`config.mk`:
```
export PLATFORM = sky130hd
export DESIGN_NAME = vlcp_back
export DESIGN_NICKNAME = d
export VERILOG_FILES = /design/src/rtl/vlcp_pkg.sv /design/src/rtl/vlcp_back.sv
export SDC_FILE = /design/constraint.sdc
export NUM_CORES = 1
export LEC_CHECK = 0
export BUFFER_PORTS_ARGS = -buffer_cell sky130_fd_sc_hd__buf_2
export CORE_ASPECT_RATIO = 0.9
export CORE_MARGIN = 3
export CORE_UTILIZATION = 53
export CTS_CLUSTER_DIAMETER = 40
export DETAILED_ROUTE_END_ITERATION = 16
export MAX_ROUTING_LAYER = met4
export PLACE_DENSITY = 0.86
export SLEW_MARGIN = 30
export SYNTH_ARGS = -nofsm -noshare
export SYNTH_HDL_FRONTEND = slang
export SYNTH_SLANG_ARGS = --single-unit
```
`constraint.sdc`:
```
create_clock -name clk -period 1.6 [get_ports clk]
set_input_delay 0.16 -clock clk [delete_from_list [all_inputs] [get_ports clk]]
set_output_delay 0.16 -clock clk [all_outputs]
set_load 0.01 [all_outputs]
```
`src/rtl/vlcp_pkg.sv`:
```
// Shared types and constants for the variable-length code packer.
package vlcp_pkg;

  // Fixed field widths.
  localparam int CODE_W  = 32;
  localparam int LEN_W   = 6;
  localparam int SYM_W   = 8;
  localparam int BYTE_W  = 8;
  localparam int BUF_W   = CODE_W + BYTE_W;

  // Table size and the longest code that a load may store.
  localparam int MAX_CODE_LEN = 32;
  localparam int SYMBOL_COUNT = 256;
  localparam int TABLE_DEPTH  = 256;
  localparam int TIDX_W       = $clog2(TABLE_DEPTH);

  // Command queue between the front and the back.
  localparam int QUEUE_DEPTH = 4;
  localparam int QPTR_W      = $clog2(QUEUE_DEPTH);
  localparam int QCNT_W      = $clog2(QUEUE_DEPTH + 1);

  // Input opcodes.
  typedef enum logic [1:0] {
    OP_LOAD   = 2'd0,
    OP_ENCODE = 2'd1,
    OP_FLUSH  = 2'd2
  } opcode_t;

  // Kind of work handed to the back.
  typedef enum logic {
    ENT_ENCODE = 1'b0,
    ENT_FLUSH  = 1'b1
  } ent_kind_t;

  // One code table entry; the code is stored left-aligned.
  typedef struct packed {
    logic [CODE_W-1:0] code;
    logic [LEN_W-1:0]  len;
  } table_ent_t;

  // One queued command.
  typedef struct packed {
    ent_kind_t         kind;
    logic [CODE_W-1:0] code;
    logic [LEN_W-1:0]  len;
  } q_entry_t;

endpackage

```
`src/rtl/vlcp_back.sv`:
```
// Back end: merges codes into the bit buffer, one byte per cycle when popped.
module vlcp_back
  import vlcp_pkg::*;
(
  input  logic              clk,
  input  logic              rst_n,
  input  q_entry_t          q_head,
  input  logic              q_empty,
  output logic              q_pop,
  output logic              out_empty,
  input  logic              out_pop,
  output logic [BYTE_W-1:0] out_data_byte,
  output logic              out_last_byte
);

  // Pending bits, left-aligned, and how many of them are valid.
  logic [BUF_W-1:0]  buf_r, buf_nxt;
  logic [LEN_W-1:0]  tot_r, tot_nxt;

  logic              out_valid_r, out_valid_nxt;
  logic [BYTE_W-1:0] out_byte_r, out_byte_nxt;
  logic              out_last_r, out_last_nxt;

  logic              slot_free;
  logic              emit;
  logic [BUF_W-1:0]  merged;

  assign slot_free = !out_valid_r || out_pop;

  // Append the new code right after the pending bits.
  assign merged = buf_r | ({q_head.code, BYTE_W'(0)} >> tot_r[2:0]);

  // Either drain one full byte or take the next command.
  always_comb begin
    buf_nxt      = buf_r;
    tot_nxt      = tot_r;
    q_pop        = 1'b0;
    emit         = 1'b0;
    out_byte_nxt = out_byte_r;
    out_last_nxt = out_last_r;
    if (tot_r >= LEN_W'(BYTE_W)) begin
      if (slot_free) begin
        emit         = 1'b1;
        out_byte_nxt = buf_r[BUF_W-1 -: BYTE_W];
        out_last_nxt = 1'b0;
        buf_nxt      = buf_r << BYTE_W;
        tot_nxt      = tot_r - LEN_W'(BYTE_W);
      end
    end else if (!q_empty) begin
      case (q_head.kind)
        ENT_ENCODE: begin
          q_pop   = 1'b1;
          buf_nxt = merged;
          tot_nxt = tot_r + q_head.len;
        end
        ENT_FLUSH: begin
          if (tot_r == '0) begin
            q_pop = 1'b1;
          end else if (slot_free) begin
            q_pop        = 1'b1;
            emit         = 1'b1;
            out_byte_nxt = buf_r[BUF_W-1 -: BYTE_W];
            out_last_nxt = 1'b1;
            buf_nxt      = '0;
            tot_nxt      = '0;
          end
        end
        default: begin
          q_pop = 1'b0;
        end
      endcase
    end
  end

  // Output register.
  always_comb begin
    if (emit) begin
      out_valid_nxt = 1'b1;
    end else if (out_pop) begin
      out_valid_nxt = 1'b0;
    end else begin
      out_valid_nxt = out_valid_r;
    end
  end

  always_ff @(posedge clk) begin
    if (!rst_n) begin
      buf_r       <= '0;
      tot_r       <= '0;
      out_valid_r <= 1'b0;
    end else begin
      buf_r       <= buf_nxt;
      tot_r       <= tot_nxt;
      out_valid_r <= out_valid_nxt;
    end
    out_byte_r <= out_byte_nxt;
    out_last_r <= out_last_nxt;
  end

  assign out_empty     = !out_valid_r;
  assign out_data_byte = out_byte_r;
  assign out_last_byte = out_last_r;

  // The buffer never holds more than seven pending bits plus one code.
  a_tot_bound: assert property (@(posedge clk) disable iff (!rst_n)
    tot_r <= LEN_W'(BUF_W - 1))
    else $error("bit buffer count out of range");

  // With less than a byte pending, nothing stands below the top byte.
  a_buf_clean: assert property (@(posedge clk) disable iff (!rst_n)
    (tot_r < LEN_W'(BYTE_W)) |-> (buf_r[CODE_W-1:0] == '0))
    else $error("stray bits below the pending byte");

  // A flush with pending bits leaves a last byte and an empty buffer.
  a_flush_out: assert property (@(posedge clk) disable iff (!rst_n)
    (q_pop && q_head.kind == ENT_FLUSH && tot_r != '0) |=>
      (!out_empty && out_last_byte && tot_r == '0))
    else $error("flush did not produce a last byte");

endmodule

```
==> summary.txt <==
Power
  • Power Density: roughly 2000 nW/um2
  • Leakage dissipation: ~2.2 nW
  • Pwr Total: roughly 0.012 W
  • Max VDD drop: around 1100 uV

Clocking
  • Skew-Pair Late Insertion Delay: 0.33 ns
  • Htree depth: 2
  • Clk slew on worst S/H paths: 0.10 ns
  • CTS sink cnt: 55
  • Hold_buf cts: 0
  • CTS buffer count: 5
  • Root Driver: clkbuf_8
  • Deepest clock path buffer count: 2
  • CTS tree: done

Drt
  • Vias per std cell: just under 8
  • DRC: 0
  • Antenna-violating nets left: 0
  • Total Wirelength: about 19 mm
  • Via count: 4708
  • First-iteration detailed-routing DRC count: 759
  • Wire length per cell: between 30 and 40 um
  • Pre-Repair DR Iteration Count: 6

Global routing
  • Largest net degree at the start of global routing: 24
  • GRT overflow: 0
  • First-pass GRT wire length: between 20 and 25 mm
  • GRT Overall Usage: 0.377
  • Initial antenna violation count: 0
  • Vias in the first global route: between 4000 and 5000

Worst setup path
  • Crit-path max cell delay: 0.60 ns
  • WP data arrival: 2.54 ns
  • FF-to-FF path depth: 7
  • Crit path kind: register to register
  • Family with the most delay on the worst path: simple AND/OR/NAND/NOR gates
  • WP buf/inv: 3
  • Critical path, cell by cell: buf_6, or3_4, a31oi_4, buf_8, buf_4, o31ai_2, nor3_1
  • FF-to-FF Start: tot_r[3]$_SDFFE_PN0P_
  • Maximum fanout along the worst path: 8
  • RR Endpoint: buf_r[33]$_SDFFE_PN0P_
  • CP Capture Type: register
  • Worst path slowest cell: nor3_1
  • Startpoint Class: register
  • Crit path launch: tot_r[3]$_SDFFE_PN0P_
  • Critical path required time: around 1.8 ns
  • Reg-to-reg setup timing slack: -0.78 ns

Die
  • Chip Height: around 90 um
  • Rows: 29
  • Core box area: 7260 um2
  • I/O pin total: between 50 and 60
  • Starting Density: 0.559
  • Die W: slightly below 100 um
  • Die Area: 8750 um2

STA
  • Final worst path period need: 2.38 ns
  • Unrepaired setup endpoints after global routing: yes
  • Worst Tran Pin Value: ~0.70 ns
  • Setup violations, final: 55
  • Hold WS: around 0.23 ns
  • Final worst slack: -0.779 ns
  • Slew HR: 0.530
  • Final number of max-transition violations: 0
  • Fin crit share: 1.49
  • Clock skew: 0.0109 ns
  • F_max: 420 MHz
  • Final Hold Vio Count: 0

Job
  • Maximum capacitance violations: 0

Finish
  • Nets: 566
  • Design area: ~6000 um2
  • # fillers: 331
  • Area occupied by multi-input gates: between 3000 and 4000 um2
  • Area delta synth->final: 47.5%
  • FF/Latch Area: 1200 um2
  • Non-Filler Instances: between 600 and 700
  • Layout cell share with drive strength beyond 1: 0.561

Synthesis
  • Post-Synthesis Cells: 410
  • Synth unique cells: between 50 and 60
  • Top_reg_cell synth: dfxtp_1
  • Area contributors post-synth: dfxtp_1 (23%), mux4_2 (14%), mux2i_1 (8.9%)
  • Ys async rst share: 0
  • Post-Syn Nets: 460
  • Synth cell count leaders: dfxtp_1 (46), nor2_1 (37), mux2i_1 (36)
  • Synth top area share: 0.227
  • Mapped Area: 4060 um2
  • Syn_area_per_cell: 9.90 um2
  • Syn. warnings: 0
  • Sequential area share after synthesis: 0.293
  • Number of synthesized flops with an enable pin: 9
  • Flops & latches, synth: 55
  • Most common cell in the netlist: dfxtp_1
  • Yosys top cell by area: dfxtp_1

Placed design
  • Hpwl dp: around 9 mm
  • Routability cong.: ~0.9
  • Placed cell count: between 500 and 600
  • IO buf count: between 50 and 60
  • Area after DPL: between 4000 and 5000 um2

Run status
  • Failing checks: setup timing
  • Status: finished with violations

Hold path
  • Worst Hold Path EP: tot_r[4]$_SDFFE_PN0P_
  • Min-delay src: rst_n
  • Hold Path Class: input pin to register
  • Worst Hold Path Cells: 2
state kept, by name (all words and copies together), names as in the netlist:
| register | flops |
|---|---|
| out_data_byte | 8 |
| out_valid_r | 1 |
| out_last_byte | 1 |
| tot_r | 6 |
| buf_r | 39 |
per-stage QoR:
| step | utilization | TNS, ns | worst slack [ns] |
|---|---|---|---|
| final | 0.825 | -15.30 | -0.779 |
| after global routing | 0.825 | -16.34 | -0.755 |
| after CTS | 0.779 | -7.49 | -0.199 |
| after detailed placement | 0.677 | -7.97 | -0.236 |
| after global placement | 0.677 | -5.92 | -0.167 |
| after floorplan | - | -2.26 | -0.0656 |
cell families (layout without fill, tap and decap cells):
group	after synthesis	after routing	synth area share
xor+xnor	1	1	0.00216
buf+inv	54	161	0.0613
simple gates	116	116	0.155
mux	64	64	0.239
flops	55	55	0.293
other cells	0	1	0
fa+ha+maj	7	7	0.0234
compound gates	113	113	0.227
where the power goes:
group,leakage (nW),total [W],switching [W],internal (W)
clock network,0.0418,0.000838,0.000521,0.000317
logic,1.74,0.00882,0.00469,0.00414
registers,0.466,0.00254,0.000554,0.00199
total,2.25,0.0122,0.00576,0.00644
cell type report:
cell class	count	area share
Clock inverter	2	0.00272
Multi-Input combinational cell	301	0.549
Timing Repair Buffer	134	0.203
Antenna cell	1	0.000418
Sequential cell	55	0.200
Tap cell	93	0.0194
Clock buffer	6	0.0121
Inverter	19	0.0127
cell usage in the layout (no fill, tap or decap), types with 9 or more instances in the layout:
cell type / Yosys / final
a211oi_2: 22 / 22
a21oi_1: 17 / 10
and2_4: 0 / 11
buf_12: 0 / 13
buf_2: 10 / 53
buf_4: 2 / 44
buf_6: 3 / 15
dfxtp_1: 46 / 42
edfxtp_1: 9 / 9
inv_1: 17 / 17
mux2i_1: 36 / 34
mux4_2: 26 / 26
nor2_1: 37 / 36
nor3_4: 0 / 16
o31ai_1: 26 / 13
o31ai_4: 0 / 9
per-layer routing:
layer	GRT usage	share of wire
met5	-	0
met4	0.228	0.088
met3	0.107	0.14
met2	0.591	0.44
met1	0.436	0.33
timing repair:
action | CTS | global route
cloned | 5 | 2
setup endpoints to repair | 53 | 55
setup buffers | 19 | 7
pin swaps | 20 | 31
gates resized for setup | 77 | 61
worst max path at each step:
stage,end,slack [ns],cells after the start
floorplan,buf_r[11]$_SDFFE_PN0P_,-0.07,6
global placement,tot_r[4]$_SDFFE_PN0P_,-0.17,7
detailed placement,buf_r[10]$_SDFFE_PN0P_,-0.24,5
CTS,buf_r[12]$_SDFFE_PN0P_,-0.20,7
global route,buf_r[33]$_SDFFE_PN0P_,-0.75,7
finish,buf_r[33]$_SDFFE_PN0P_,-0.78,7
Note: power is estimated with default switching activity, not from simulation.
