===== config.mk =====
export PLATFORM = sky130hd
export DESIGN_NAME = vlcp_queue
export DESIGN_NICKNAME = d
export VERILOG_FILES = /design/src/rtl/vlcp_pkg.sv /design/src/rtl/vlcp_queue.sv
export SDC_FILE = /design/constraint.sdc
export NUM_CORES = 1
export LEC_CHECK = 0
export BUFFER_PORTS_ARGS = -buffer_cell sky130_fd_sc_hd__buf_4
export CAP_MARGIN = 20
export CORE_ASPECT_RATIO = 2
export CORE_UTILIZATION = 40
export CTS_BUF_LIST = sky130_fd_sc_hd__clkbuf_8
export CTS_CLUSTER_DIAMETER = 150
export CTS_CLUSTER_SIZE = 12
export DETAILED_ROUTE_END_ITERATION = 10
export MAX_ROUTING_LAYER = met4
export PLACE_DENSITY = 0.64
export SLEW_MARGIN = 10
export SYNTH_ARGS = -nofsm -noshare
export SYNTH_HDL_FRONTEND = slang
export SYNTH_SLANG_ARGS = --single-unit

===== constraint.sdc =====
create_clock -name clk -period 2.15 [get_ports clk]
set_input_delay 0.1075 -clock clk [delete_from_list [all_inputs] [get_ports clk]]
set_output_delay 0.1075 -clock clk [all_outputs]
set_load 0.01 [all_outputs]

===== src/rtl/vlcp_pkg.sv =====
// Shared types and constants for the variable-length code packer.
package vlcp_pkg;

  // Fixed field widths.
  localparam int CODE_W  = 32;
  localparam int LEN_W   = 6;
  localparam int SYM_W   = 8;
  localparam int BYTE_W  = 8;
  localparam int BUF_W   = CODE_W + BYTE_W;

  // Table size and the longest code that a load may store.
  localparam int MAX_CODE_LEN = 32;
  localparam int SYMBOL_COUNT = 256;
  localparam int TABLE_DEPTH  = 256;
  localparam int TIDX_W       = $clog2(TABLE_DEPTH);

  // Command queue between the front and the back.
  localparam int QUEUE_DEPTH = 4;
  localparam int QPTR_W      = $clog2(QUEUE_DEPTH);
  localparam int QCNT_W      = $clog2(QUEUE_DEPTH + 1);

  // Input opcodes.
  typedef enum logic [1:0] {
    OP_LOAD   = 2'd0,
    OP_ENCODE = 2'd1,
    OP_FLUSH  = 2'd2
  } opcode_t;

  // Kind of work handed to the back.
  typedef enum logic {
    ENT_ENCODE = 1'b0,
    ENT_FLUSH  = 1'b1
  } ent_kind_t;

  // One code table entry; the code is stored left-aligned.
  typedef struct packed {
    logic [CODE_W-1:0] code;
    logic [LEN_W-1:0]  len;
  } table_ent_t;

  // One queued command.
  typedef struct packed {
    ent_kind_t         kind;
    logic [CODE_W-1:0] code;
    logic [LEN_W-1:0]  len;
  } q_entry_t;

endpackage


===== src/rtl/vlcp_queue.sv =====
// Small command queue between the front end and the bit packer.
module vlcp_queue
  import vlcp_pkg::*;
(
  input  logic              clk,
  input  logic              rst_n,
  input  logic              push,
  input  q_entry_t          push_entry,
  input  logic              pop,
  output q_entry_t          head,
  output logic              empty,
  output logic [QCNT_W-1:0] count
);

  q_entry_t            slots [QUEUE_DEPTH];
  logic [QPTR_W-1:0]   wr_ptr_r, wr_ptr_nxt;
  logic [QPTR_W-1:0]   rd_ptr_r, rd_ptr_nxt;
  logic [QCNT_W-1:0]   count_r, count_nxt;
  logic                do_pop;

  assign empty  = (count_r == '0);
  assign count  = count_r;
  assign head   = slots[rd_ptr_r];
  assign do_pop = pop && !empty;

  // Pointer and count update with wrap at the queue depth.
  always_comb begin
    wr_ptr_nxt = wr_ptr_r;
    rd_ptr_nxt = rd_ptr_r;
    count_nxt  = count_r;
    if (push) begin
      wr_ptr_nxt = (wr_ptr_r == QPTR_W'(QUEUE_DEPTH - 1)) ? '0 : wr_ptr_r + 1'b1;
    end
    if (do_pop) begin
      rd_ptr_nxt = (rd_ptr_r == QPTR_W'(QUEUE_DEPTH - 1)) ? '0 : rd_ptr_r + 1'b1;
    end
    case ({push, do_pop})
      2'b10:   count_nxt = count_r + 1'b1;
      2'b01:   count_nxt = count_r - 1'b1;
      default: count_nxt = count_r;
    endcase
  end

  always_ff @(posedge clk) begin
    if (!rst_n) begin
      wr_ptr_r <= '0;
      rd_ptr_r <= '0;
      count_r  <= '0;
    end else begin
      wr_ptr_r <= wr_ptr_nxt;
      rd_ptr_r <= rd_ptr_nxt;
      count_r  <= count_nxt;
    end
    if (push) begin
      slots[wr_ptr_r] <= push_entry;
    end
  end

endmodule


==> summary.txt, run 1 <==
Outcome
  • Outcome: completed

Critical path
  • CP cell instances: buf_12 -> mux4_2 -> buf_4
  • WP data required: a little over 2000 ps
  • Worst setup path class: flip-flop to output port
  • Crit. End Element: output port
  • CP bufs+invs: 2
  • Worst Setup Start Kind: flip-flop
  • Slowest CP cell: mux4_2
  • CP Data Arrival Time: roughly 1900 ps
  • Crit-path max cell delay: 600 ps
  • CP Max Fanout: 39
  • Top cell family by delay on the critical path: multiplexers

Min path
  • Worst Hold Class: primary input to flip-flop

STA
  • Period minus WS final: around 2000 ps
  • Final Setup Violations: 0
  • Share of the clock period used by the worst path: 0.934
  • Achievable frequency: 498 MHz
  • Max_slew headroom: 0.696
  • Fin. max-slew vios: 0
  • Final Hold Fails: 0
  • RSZ-0062 raised after global routing: false
  • Final TNS setup: 0 ps
  • Post-route setup slack: 142 ps
  • Slew at the pin with the worst max-slew slack: 456 ps
  • Clock Skew: between 15 and 20 ps

Routing
  • Wire per inst: approximately 18 um
  • Routed Antenna Nets: 0
  • Drt pass-1 iters: 4
  • Drt first-iter violations: 163
  • # DRC: 0
  • Via density per instance: 4.92
  • Vias: approximately 3000
  • Routed WL: between 10000 and 15000 um

Placement
  • IO Port Bufs: 85
  • Routability Congestion: 0.700
  • Pre-CTS WS: between 200 and 250 ps
  • Placed Area: slightly above 0.007 sq mm
  • Final HPWL DP: between 7000 and 8000 um

Global route
  • Global-route wire length before repair: about 17000 um
  • Initial antenna violation count: 0
  • Top Usage Layer GRT: met2
  • Largest net degree at the start of global routing: 40
  • Tot GR Track Use: 0.163
  • Met1 GRT Util: 0.159
  • Global-route met2 utilization: 0.290
  • Vias in the first global route: 3297
  • GR Util met3: 0.0411
  • Remaining Overflow, GRT: 0

Power
  • Sw power: roughly 0.002 W
  • Worst VDD drop: about 0.00073 V
  • Net Sw Frac: 0.265
  • Int Pwr: 0.00550 W
  • Static Leak: 2.69 nW
  • Register share of total power: 0.503
  • Comb power frac: 0.234
  • Cell Pwr Density: ~960 mW/mm^2
  • Power share of the clock group: 0.263

CTS
  • Clock Sinks: 165
  • H-Tree Depth: 4
  • CTS Buf Count: 17
  • CTS tree: built
  • Clk buf depth: 2
  • Post-CTS Setup Inserts: 0
  • Root buffer cell: clkbuf_8
  • Clk slew on worst S/H paths: ~100 ps
  • Insertion delay to the later sink of the worst-skew pair: ~450 ps

Finish
  • Area occupied by multi-input gates: 0.00114 sq mm
  • Nets: between 400 and 500
  • Commonest non-fill, non-tap cells in the layout: edfxtp_1 (156), buf_4 (91), dlygate4sd3_1 (41), mux4_2 (39), clkbuf_8 (18)
  • Area Growth Syn to Fin: 28.6%
  • Final std cell area, no fill: just under 0.008 sq mm
  • Final Util: 0.528
  • Commonest non-fill, non-tap cell in the layout: edfxtp_1
  • Number of diodes: 0
  • Fill cells: between 1000 and 1500
  • Layout cells sized above 1: 0.415
  • Sequential cell area: 0.00487 sq mm

Logic synthesis
  • Syn_area_per_cell: approximately 24 sq um
  • Register area share after synthesis: 0.800
  • YS warnings: 0
  • #FFs+latches synth: approximately 170
  • Synthesized cell area: about 0.006 sq mm
  • Mapped Cells: around 250
  • Synth cell types: 25
  • Synthesized Nets: ~300

Die
  • Initial Utilization: 0.410
  • Die area: 0.0157 sq mm
  • I/O Pins: between 80 and 90
  • Die Span X: about 90 um
  • Core Box Area: about 0.015 sq mm
  • Site row count: between 60 and 70
  • Die H: 176 um

Run
  • Maxcap violations: 0
timing repair:
action                    CTS  global route
hold endpoints to repair  165             0
hold buffers               41             0
gates resized for setup     0             0
sequential cells by signal, indices dropped and copies added, names as in the netlist, named ones only:
name	cells
count	3
slots	156
rd_ptr_r	2
wr_ptr_r	2
per-stage QoR:
stage	power, W	hold slack, ps	cells
floorplan	0.00482	206	253
detailed placement	0.00558	310	536
CTS	0.00759	84.4	609
global route	0.00783	136	609
finish	0.00749	113	609
global placement	0.00553	306	536
power groups by stage:
stage / registers, W / clock network [W] / logic, W
final: 0.00377 / 0.00197 / 0.00175
after global routing: 0.00378 / 0.00214 / 0.00191
after CTS: 0.00377 / 0.00201 / 0.00180
after detailed placement: 0.00384 / 0 / 0.00174
after global placement: 0.00383 / 0 / 0.00171
after floorplan: 0.00382 / 0 / 0.000996
cells in the mapped netlist (all sizes together):
| master | number | share of area |
|---|---|---|
| o21ai | 4 | 0.0033 |
| mux2i | 1 | 0.0016 |
| a21boi | 1 | 0.0012 |
| clkbuf | 2 | 0.0012 |
| inv | 7 | 0.0043 |
| buf | 6 | 0.0078 |
| ha | 6 | 0.012 |
| a21oi | 1 | 0.00082 |
| nor2b | 2 | 0.0021 |
| edfxtp | 156 | 0.77 |
| dfxtp | 9 | 0.030 |
| or3 | 1 | 0.0010 |
| and2 | 6 | 0.0062 |
| nor3 | 1 | 0.00082 |
| xnor2 | 1 | 0.0014 |
| nand2 | 3 | 0.0019 |
| mux4 | 39 | 0.14 |
| nand3 | 2 | 0.0016 |
| fa | 1 | 0.0033 |
| o31ai | 1 | 0.0012 |
| nor3b | 1 | 0.0012 |
| xor2 | 1 | 0.0014 |
| nor2 | 1 | 0.00062 |
final cells by class:
class | instances | share of cell area
inverter | 7 | 0.00336
sequential | 165 | 0.622
clock inverter | 14 | 0.0128
clock buffer | 18 | 0.0317
timing repair buffer | 137 | 0.153
tap | 195 | 0.0312
multi-input combinational | 73 | 0.146
final timing paths:
| check | from | to | slack, ps | cells after the start |
|---|---|---|---|---|
| min reg2reg | count[2]$_SDFFE_PN0P_ | count[2]$_SDFFE_PN0P_ | 540 | 2 |
| min | pop | flip-flop | 110 | 4 |
| max | flip-flop | head[9] | 140 | 3 |
| max reg2reg | count[0]$_SDFFE_PN0P_ | count[2]$_SDFFE_PN0P_ | 190 | 8 |
cell families (layout without fill, tap and decap cells):
family | after synthesis | after routing | share of synthesized area
fa+ha+maj | 7 | 7 | 0.0156
compound gates | 7 | 7 | 0.00658
buf+inv | 15 | 176 | 0.0134
xor+xnor | 2 | 2 | 0.00288
flops | 165 | 165 | 0.800
simple gates | 17 | 17 | 0.0154
mux | 40 | 40 | 0.146
worst min-delay path, delay by kind of cell:
| kind | cells | cell delay (ps) |
|---|---|---|
| AO/OA/AOI/OAI | 2 | 180 |
| buffers and inverters | 2 | 240 |
routing by layer:
| metal | wire length, um | part of all wire |
|---|---|---|
| met2 | 6450 | 0.58 |
| met3 | 397 | 0.036 |
| met5 | 0 | 0 |
| met4 | 294 | 0.026 |
| met1 | 4010 | 0.36 |
Note: power is estimated with default switching activity, not from simulation.
==> run 2, diff against run 1 <==
--- a/config.mk
+++ b/config.mk
@@ -8,13 +8,13 @@
 export BUFFER_PORTS_ARGS = -buffer_cell sky130_fd_sc_hd__buf_4
 export CAP_MARGIN = 20
 export CORE_ASPECT_RATIO = 2
-export CORE_UTILIZATION = 40
+export CORE_UTILIZATION = 45
 export CTS_BUF_LIST = sky130_fd_sc_hd__clkbuf_8
 export CTS_CLUSTER_DIAMETER = 150
 export CTS_CLUSTER_SIZE = 12
 export DETAILED_ROUTE_END_ITERATION = 10
 export MAX_ROUTING_LAYER = met4
-export PLACE_DENSITY = 0.64
+export PLACE_DENSITY = 0.7
 export SLEW_MARGIN = 10
 export SYNTH_ARGS = -nofsm -noshare
 export SYNTH_HDL_FRONTEND = slang
==> constraint.sdc (replaced) <==
create_clock -name clk -period 2.15 [get_ports clk]
set_input_delay 0.3225 -clock clk [delete_from_list [all_inputs] [get_ports clk]]
set_output_delay 0.3225 -clock clk [all_outputs]
set_load 0.01 [all_outputs]
==> run 2 against run 1 <==
Compared with the run above:
- wire length down 6.9%
- combinational power about the same
- final area down 5.0%
- the run now ends with DRC left
- largest power group unchanged
- sequential share of layout area up 3.3 points
- clock power up 7%
- largest cell class unchanged
==> summary.txt, run 2 (synthesis results as in run 1) <==
STA
  • Fin. max-slew vios: 0 (unchanged)
  • Share of the clock period used by the worst path: 0.971 (+0.0372)
  • Final Hold Fails: 0 (unchanged)
  • Hold WS: 77.2 ps (-35.6 ps)
  • Achievable frequency: 479 MHz (-3.8%)
  • Final TNS setup: 0 ps (unchanged)
  • Max_slew headroom: 0.761 (+0.0643)
  • Post-route setup slack: 61.8 ps (-79.9 ps)
  • Clock Skew: 8.72 ps (-8.66 ps)
  • RSZ-0062 raised after global routing: false
  • Slew at the pin with the worst max-slew slack: 359 ps (-96.5 ps)
  • Period minus WS final: 2090 ps (+79.9 ps)
  • Final Setup Violations: 0 (unchanged)

Global route
  • Initial antenna violation count: 0 (unchanged)
  • Vias in the first global route: 3133 (-5.0%)
  • Tot GR Track Use: 0.167 (+0.00403)
  • Global-route wire length before repair: 16100 um (-6.7%)
  • Largest net degree at the start of global routing: 40 (unchanged)
  • Remaining Overflow, GRT: 0 (unchanged)

Finish
  • Nets: 412 (-8.6%)
  • Sequential cell area: 0.00487 sq mm (about the same)
  • Final std cell area, no fill: 0.00743 sq mm (-5.0%)
  • Commonest non-fill, non-tap cell in the layout: edfxtp_1
  • Area occupied by multi-input gates: 0.00114 sq mm (unchanged)
  • Number of diodes: 0 (unchanged)
  • Layout cells sized above 1: 0.461 (+0.0459)
  • Area Growth Syn to Fin: 22.2%
  • Commonest non-fill, non-tap cells in the layout: edfxtp_1 (156), buf_4 (91), mux4_2 (39), clkbuf_8 (17)
  • Fill cells: 981 (-19%)
  • Largest reg by FF count: slots
  • Max reg flops: 156 (unchanged)

Power
  • Cell Pwr Density: 1030 mW/mm^2 (+7.4%)
  • Static Leak: 2.52 nW (-6.2%)
  • Worst VDD drop: 0.000758 V (+3.7%)

Critical path
  • Slowest CP cell: mux4_2
  • R2R depth: 8 (unchanged)
  • Crit. End Element: output port
  • CP Max Fanout: 15 (-62%)
  • CP cell instances: buf_12 -> mux4_2 -> buf_4
  • Worst Setup Start Kind: flip-flop
  • WP data required: 1830 ps (-210 ps)
  • Reg-to-reg startpoint: count[0]$_SDFFE_PN0P_
  • CP Data Arrival Time: 1770 ps (-130 ps)
  • R2R Path End: count[2]$_SDFFE_PN0P_
  • Crit-path max cell delay: 540 ps (-60 ps)
  • Worst setup path class: flip-flop to output port
  • Worst reg2reg setup slack: 260 ps (+70 ps)

Die
  • Core Box Area: 0.0131 sq mm (-12%)
  • I/O Pins: 86 (unchanged)
  • Site row count: 59 (-6.3%)
  • Initial Utilization: 0.465 (+0.0550)
  • Die H: 166 um (-5.7%)
  • Die area: 0.0140 sq mm (-11%)
  • Die Span X: 84.2 um (-5.6%)

Routing
  • # DRC: 14 (+14)
  • Drt first-iter violations: 172 (+5.5%)
  • Vias: 2811 (-6.3%)
  • Via density per instance: 5.33 (+8.3%)
  • Wire per inst: 19.7 um (+7.6%)
  • Routed Antenna Nets: 0 (unchanged)
  • Routed WL: 10400 um (-6.9%)
  • Drt pass-1 iters: 7 (+3)

Min path
  • Worst Hold Class: primary input to flip-flop
  • Hold Startpoint: push_entry[17]
  • Min-Delay Endpoint: slots[1][17]$_DFFE_PP_
  • Hold depth: 1 (-3)

Placement
  • IO Port Bufs: 85 (unchanged)
  • Routability Congestion: 0.724 (+3.4%)
  • Pre-CTS WS: 255 ps (+41.2 ps)
  • Final HPWL DP: 6580 um (-6.2%)
  • Placed Area: 0.00701 sq mm (-0.73%)

CTS
  • CTS tree: built
  • Root buffer cell: clkbuf_8
  • Clk buf depth: 2 (unchanged)
  • Clk slew on worst S/H paths: 90 ps (about the same)
  • H-Tree Depth: 4 (unchanged)
  • Insertion delay to the later sink of the worst-skew pair: 440 ps (about the same)
  • Clock Sinks: 165 (unchanged)
  • CTS Buf Count: 17 (unchanged)
  • Hold buffer count at cts: 0 (-100%)

Outcome
  • Outcome: finished with violations
  • Failing checks: DRC

Run
  • Maxcap violations: 0 (unchanged)
-- run 2: changes by cell type in the layout (fill, tap and decap cells not counted) --
cell and change:
dlygate4sd3_1 -41, clkinvlp_4 +5, inv_4 -4, bufinv_16 +2, clkinv_1 +2, buf_12 +1
buf_6 +1, clkbuf_8 -1, clkinv_2 -1, clkinv_4 -1, dfxtp_2 -1, dfxtp_4 +1
inv_1 -1, inv_6 -1
-- run 2: cell type report --
type	instances	share of cell area
repair buffers	98	0.110
clock buffers	17	0.0315
flip-flops and latches	165	0.656
well taps	152	0.0256
inverters	7	0.00354
multi-input cells	73	0.153
clock inverters	15	0.0207
-- run 2: worst max-delay path by stage --
stage / to / depth (start not counted) / slack (ps) / start
finish: head[4] / 3 / 60 / flip-flop
global route: head[32] / 3 / 3 / flip-flop
CTS: head[32] / 3 / 20 / flip-flop
detailed placement: count[2]$_SDFFE_PN0P_ / 8 / 250 / count[0]$_SDFFE_PN0P_
global placement: count[2]$_SDFFE_PN0P_ / 8 / 340 / count[0]$_SDFFE_PN0P_
floorplan: slots[3][0]$_DFFE_PP_ / 2 / 250 / wr_ptr_r[0]$_SDFFE_PN0P_
-- run 2: repair_timing --
action / 4_1_cts / 5_1_grt
endpoints found under the setup margin: 30 / 1
setup buffers: 2 / 0
gates resized for setup: 0 / 1
-- run 2: metrics by stage --
| step | std cells | total power [W] | utilization |
|---|---|---|---|
| 6_report | 527 | 0.00764 | 0.569 |
| 5_1_grt | 527 | 0.00796 | 0.569 |
| 4_1_cts | 527 | 0.00774 | 0.568 |
| 3_5_place_dp | 493 | 0.00559 | 0.536 |
| 3_3_place_gp | 493 | 0.00555 | 0.536 |
| 2_1_floorplan | 253 | 0.00482 | - |
-- run 2: worst max-delay path: cells and delay by family, from the launching register on --
kind	cells	cell delay (ps)
buffers and inverters	2	350
flip-flops	1	420
multiplexers	1	540
-- run 2: per-layer routing --
metal | share of wire | GRT usage | wire, um | vias up
li1 | - | - | - | 1274
met1 | 0.36 | 0.167 | 3780 | 1457
met2 | 0.57 | 0.296 | 5960 | 66
met3 | 0.045 | 0.0512 | 467 | 14
met4 | 0.018 | 0.0675 | 185 | 0
met5 | 0 | - | 0 | -
-- run 2: power breakdown --
part | switching (W) | leakage [nW] | internal (W)
combinational | 0.000756 | 0.835 | 0.000995
clock | 0.00108 | 0.181 | 0.00103
sequential | 0.0000908 | 1.51 | 0.00369
==> run 3, diff against run 2 <==
==> constraint.sdc (replaced) <==
create_clock -name clk -period 2.15 [get_ports clk]
set_input_delay 0.215 -clock clk [delete_from_list [all_inputs] [get_ports clk]]
set_output_delay 0.215 -clock clk [all_outputs]
set_load 0.01 [all_outputs]
==> run 3 against run 2 <==
Compared with the run above:
- the flow still finishes with violations (DRC)
- die area unchanged
- critical path depth up 5
- sequential share of layout area down 3.1 points
- via count up 5.8%
- cell count is 7.6% higher
- register-to-register slack lost 100 ps
- maximum frequency up 4.7%
- highest routed layer unchanged
- first-iteration DRC count up 37%
- clock skew grew 0.89 ps
- power up 1.2%
- clock-buffer cell count did not move
- sequential power barely moved
==> summary.txt, run 3 (synthesis results as in run 1) <==
Global route
  • Met1 GRT Util: 0.177 (+0.00920)
  • Top Usage Layer GRT: met2
  • Global-route met2 utilization: 0.305 (+0.00891)
  • Global-route wire length before repair: 16800 um (+3.8%)
  • GR Util met3: 0.0422 (-0.00895)
  • Remaining Overflow, GRT: 0 (unchanged)
  • Tot GR Track Use: 0.173 (+0.00646)
  • Initial antenna violation count: 0 (unchanged)
  • Largest net degree at the start of global routing: 24 (-40%)
  • Vias in the first global route: 3229 (+3.1%)

CTS
  • CTS Buf Count: 17 (unchanged)
  • H-Tree Depth: 4 (unchanged)
  • Clock Sinks: 165 (unchanged)
  • Clk slew on worst S/H paths: 80 ps (about the same)
  • Clk buf depth: 2 (unchanged)
  • Insertion delay to the later sink of the worst-skew pair: 440 ps (about the same)
  • # resized after CTS: 0 (unchanged)
  • Root buffer cell: clkbuf_8
  • CTS tree: built

Min path
  • Hold Startpoint: rst_n
  • Worst Hold Class: primary input to flip-flop

Placement
  • Placed Instances: 495 (+0.41%)
  • Final HPWL DP: 6870 um (+4.4%)
  • Pre-CTS WS: 191 ps (-63.3 ps)
  • Routability Congestion: 0.731 (+1.0%)
  • IO Port Bufs: 85 (unchanged)
  • Placed Area: 0.00700 sq mm (-0.14%)

Finish
  • Final std cell area, no fill: 0.00780 sq mm (+5.0%)
  • Post-Layout Cell Count: 567 (+7.6%)
  • Commonest non-fill, non-tap cells in the layout: edfxtp_1 (156), buf_4 (97), mux4_2 (39), dlygate4sd3_1 (39), clkbuf_8 (17)
  • Largest reg by FF count: slots
  • Max reg flops: 156 (unchanged)
  • Area Growth Syn to Fin: 28.3%
  • Final Util: 0.597 (+0.0283)
  • Commonest non-fill, non-tap cell in the layout: edfxtp_1
  • Nets: 453 (+10%)
  • Layout cells sized above 1: 0.419 (-0.0421)
  • Number of diodes: 0 (unchanged)

Die
  • Initial Utilization: 0.465 (unchanged)
  • I/O Pins: 86 (unchanged)
  • Die Span X: 84.2 um (unchanged)
  • Core Box Area: 0.0131 sq mm (unchanged)
  • Site row count: 59 (unchanged)
  • Die H: 166 um (unchanged)
  • Die area: 0.0140 sq mm (unchanged)

Routing
  • Via density per instance: 5.24 (-1.7%)
  • Drt pass-1 iters: 8 (+1)
  • Wire per inst: 18.9 um (-4.2%)
  • Routed WL: 10700 um (+3.1%)
  • Vias: 2973 (+5.8%)
  • Drt first-iter violations: 235 (+37%)
  • # DRC: 16 (+2)
  • Routed Antenna Nets: 0 (unchanged)

STA
  • Final Hold Fails: 0 (unchanged)
  • Slew at the pin with the worst max-slew slack: 372 ps (+12.6 ps)
  • Period minus WS final: 1990 ps (-93.3 ps)
  • Post-route setup slack: 155 ps (+93.3 ps)
  • Achievable frequency: 501 MHz (+4.7%)
  • RSZ-0062 raised after global routing: false
  • Final TNS setup: 0 ps (unchanged)
  • Share of the clock period used by the worst path: 0.928 (-0.0434)
  • Clock Skew: 9.61 ps (+0.889 ps)
  • Fin. max-slew vios: 0 (unchanged)
  • Max_slew headroom: 0.752 (-0.00843)
  • Final Setup Violations: 0 (unchanged)

Power
  • Static Leak: 2.71 nW (+7.3%)
  • Worst VDD drop: 0.000683 V (-9.8%)
  • Cell Pwr Density: 991 mW/mm^2 (-3.6%)

Critical path
  • Worst setup path class: flip-flop to flip-flop
  • Crit path from: count[0]$_SDFFE_PN0P_
  • WP data required: 2520 ps (+690 ps)
  • R2R Path End: count[2]$_SDFFE_PN0P_
  • Crit path to: count[2]$_SDFFE_PN0P_
  • CP Data Arrival Time: 2370 ps (+600 ps)
  • R2R depth: 8 (unchanged)
  • Worst reg2reg setup slack: 160 ps (-100 ps)
  • Reg-to-reg startpoint: count[0]$_SDFFE_PN0P_
  • Worst Setup Start Kind: flip-flop
  • Crit. End Element: flip-flop
  • CP Max Fanout: 5 (-10)

Run
  • Maxcap violations: 0 (unchanged)

Outcome
  • Failing checks: DRC
  • Outcome: finished with violations
[run 3: area by class of cell]
cell class / instances / area [sq um]
Clock buffer: 17 / 234
Multi-Input combinational cell: 73 / 1140
Inverter: 7 / 26.3
Clock inverter: 14 / 160
Sequential cell: 165 / 4870
Timing Repair Buffer: 139 / 1180
Tap cell: 152 / 190
Fill cell: 979 / 5270
[run 3: worst min path at each step]
stage,to,cells past startpoint
2_1_floorplan,slots[0][0]$_DFFE_PP_,0
3_3_place_gp,slots[0][2]$_DFFE_PP_,1
3_5_place_dp,slots[1][33]$_DFFE_PP_,1
4_1_cts,count[0]$_SDFFE_PN0P_,2
5_1_grt,count[0]$_SDFFE_PN0P_,2
6_report,count[0]$_SDFFE_PN0P_,2
[run 3: critical path: stages (launching register included)]
cell	delay (ps)
dfxtp_1	440
o31ai_1	140
inv_1	70
ha_1	170
inv_1	70
fa_1	380
xor2_1	180
or3_1	320
a21boi_0	160
[run 3: through the flow]
step                      total power (W)  hold WS (ps)
after global routing              0.00805          42.5
after global placement            0.00554           414
after detailed placement          0.00559           417
after CTS                         0.00782          29.8
final                             0.00773          49.8
after floorplan                   0.00482           314
[run 3: repair_timing]
action	in CTS	in global routing
hold buffers	39	0
endpoints found under the setup margin	6	0
endpoints found under the hold margin	156	0
setup buffers	2	0
[run 3: layer usage]
layer / part of all wire / vias up / routed length (um)
met5: 0 / - / 0
met4: 0.028 / 0 / 304
met3: 0.037 / 22 / 399
met2: 0.57 / 79 / 6060
met1: 0.37 / 1523 / 3950
li1: - / 1349 / -
[run 3: power breakdown]
| part | internal [W] | switching [W] |
|---|---|---|
| clock | 0.00113 | 0.00103 |
| combinational | 0.00101 | 0.000776 |
| sequential | 0.00369 | 0.0000927 |
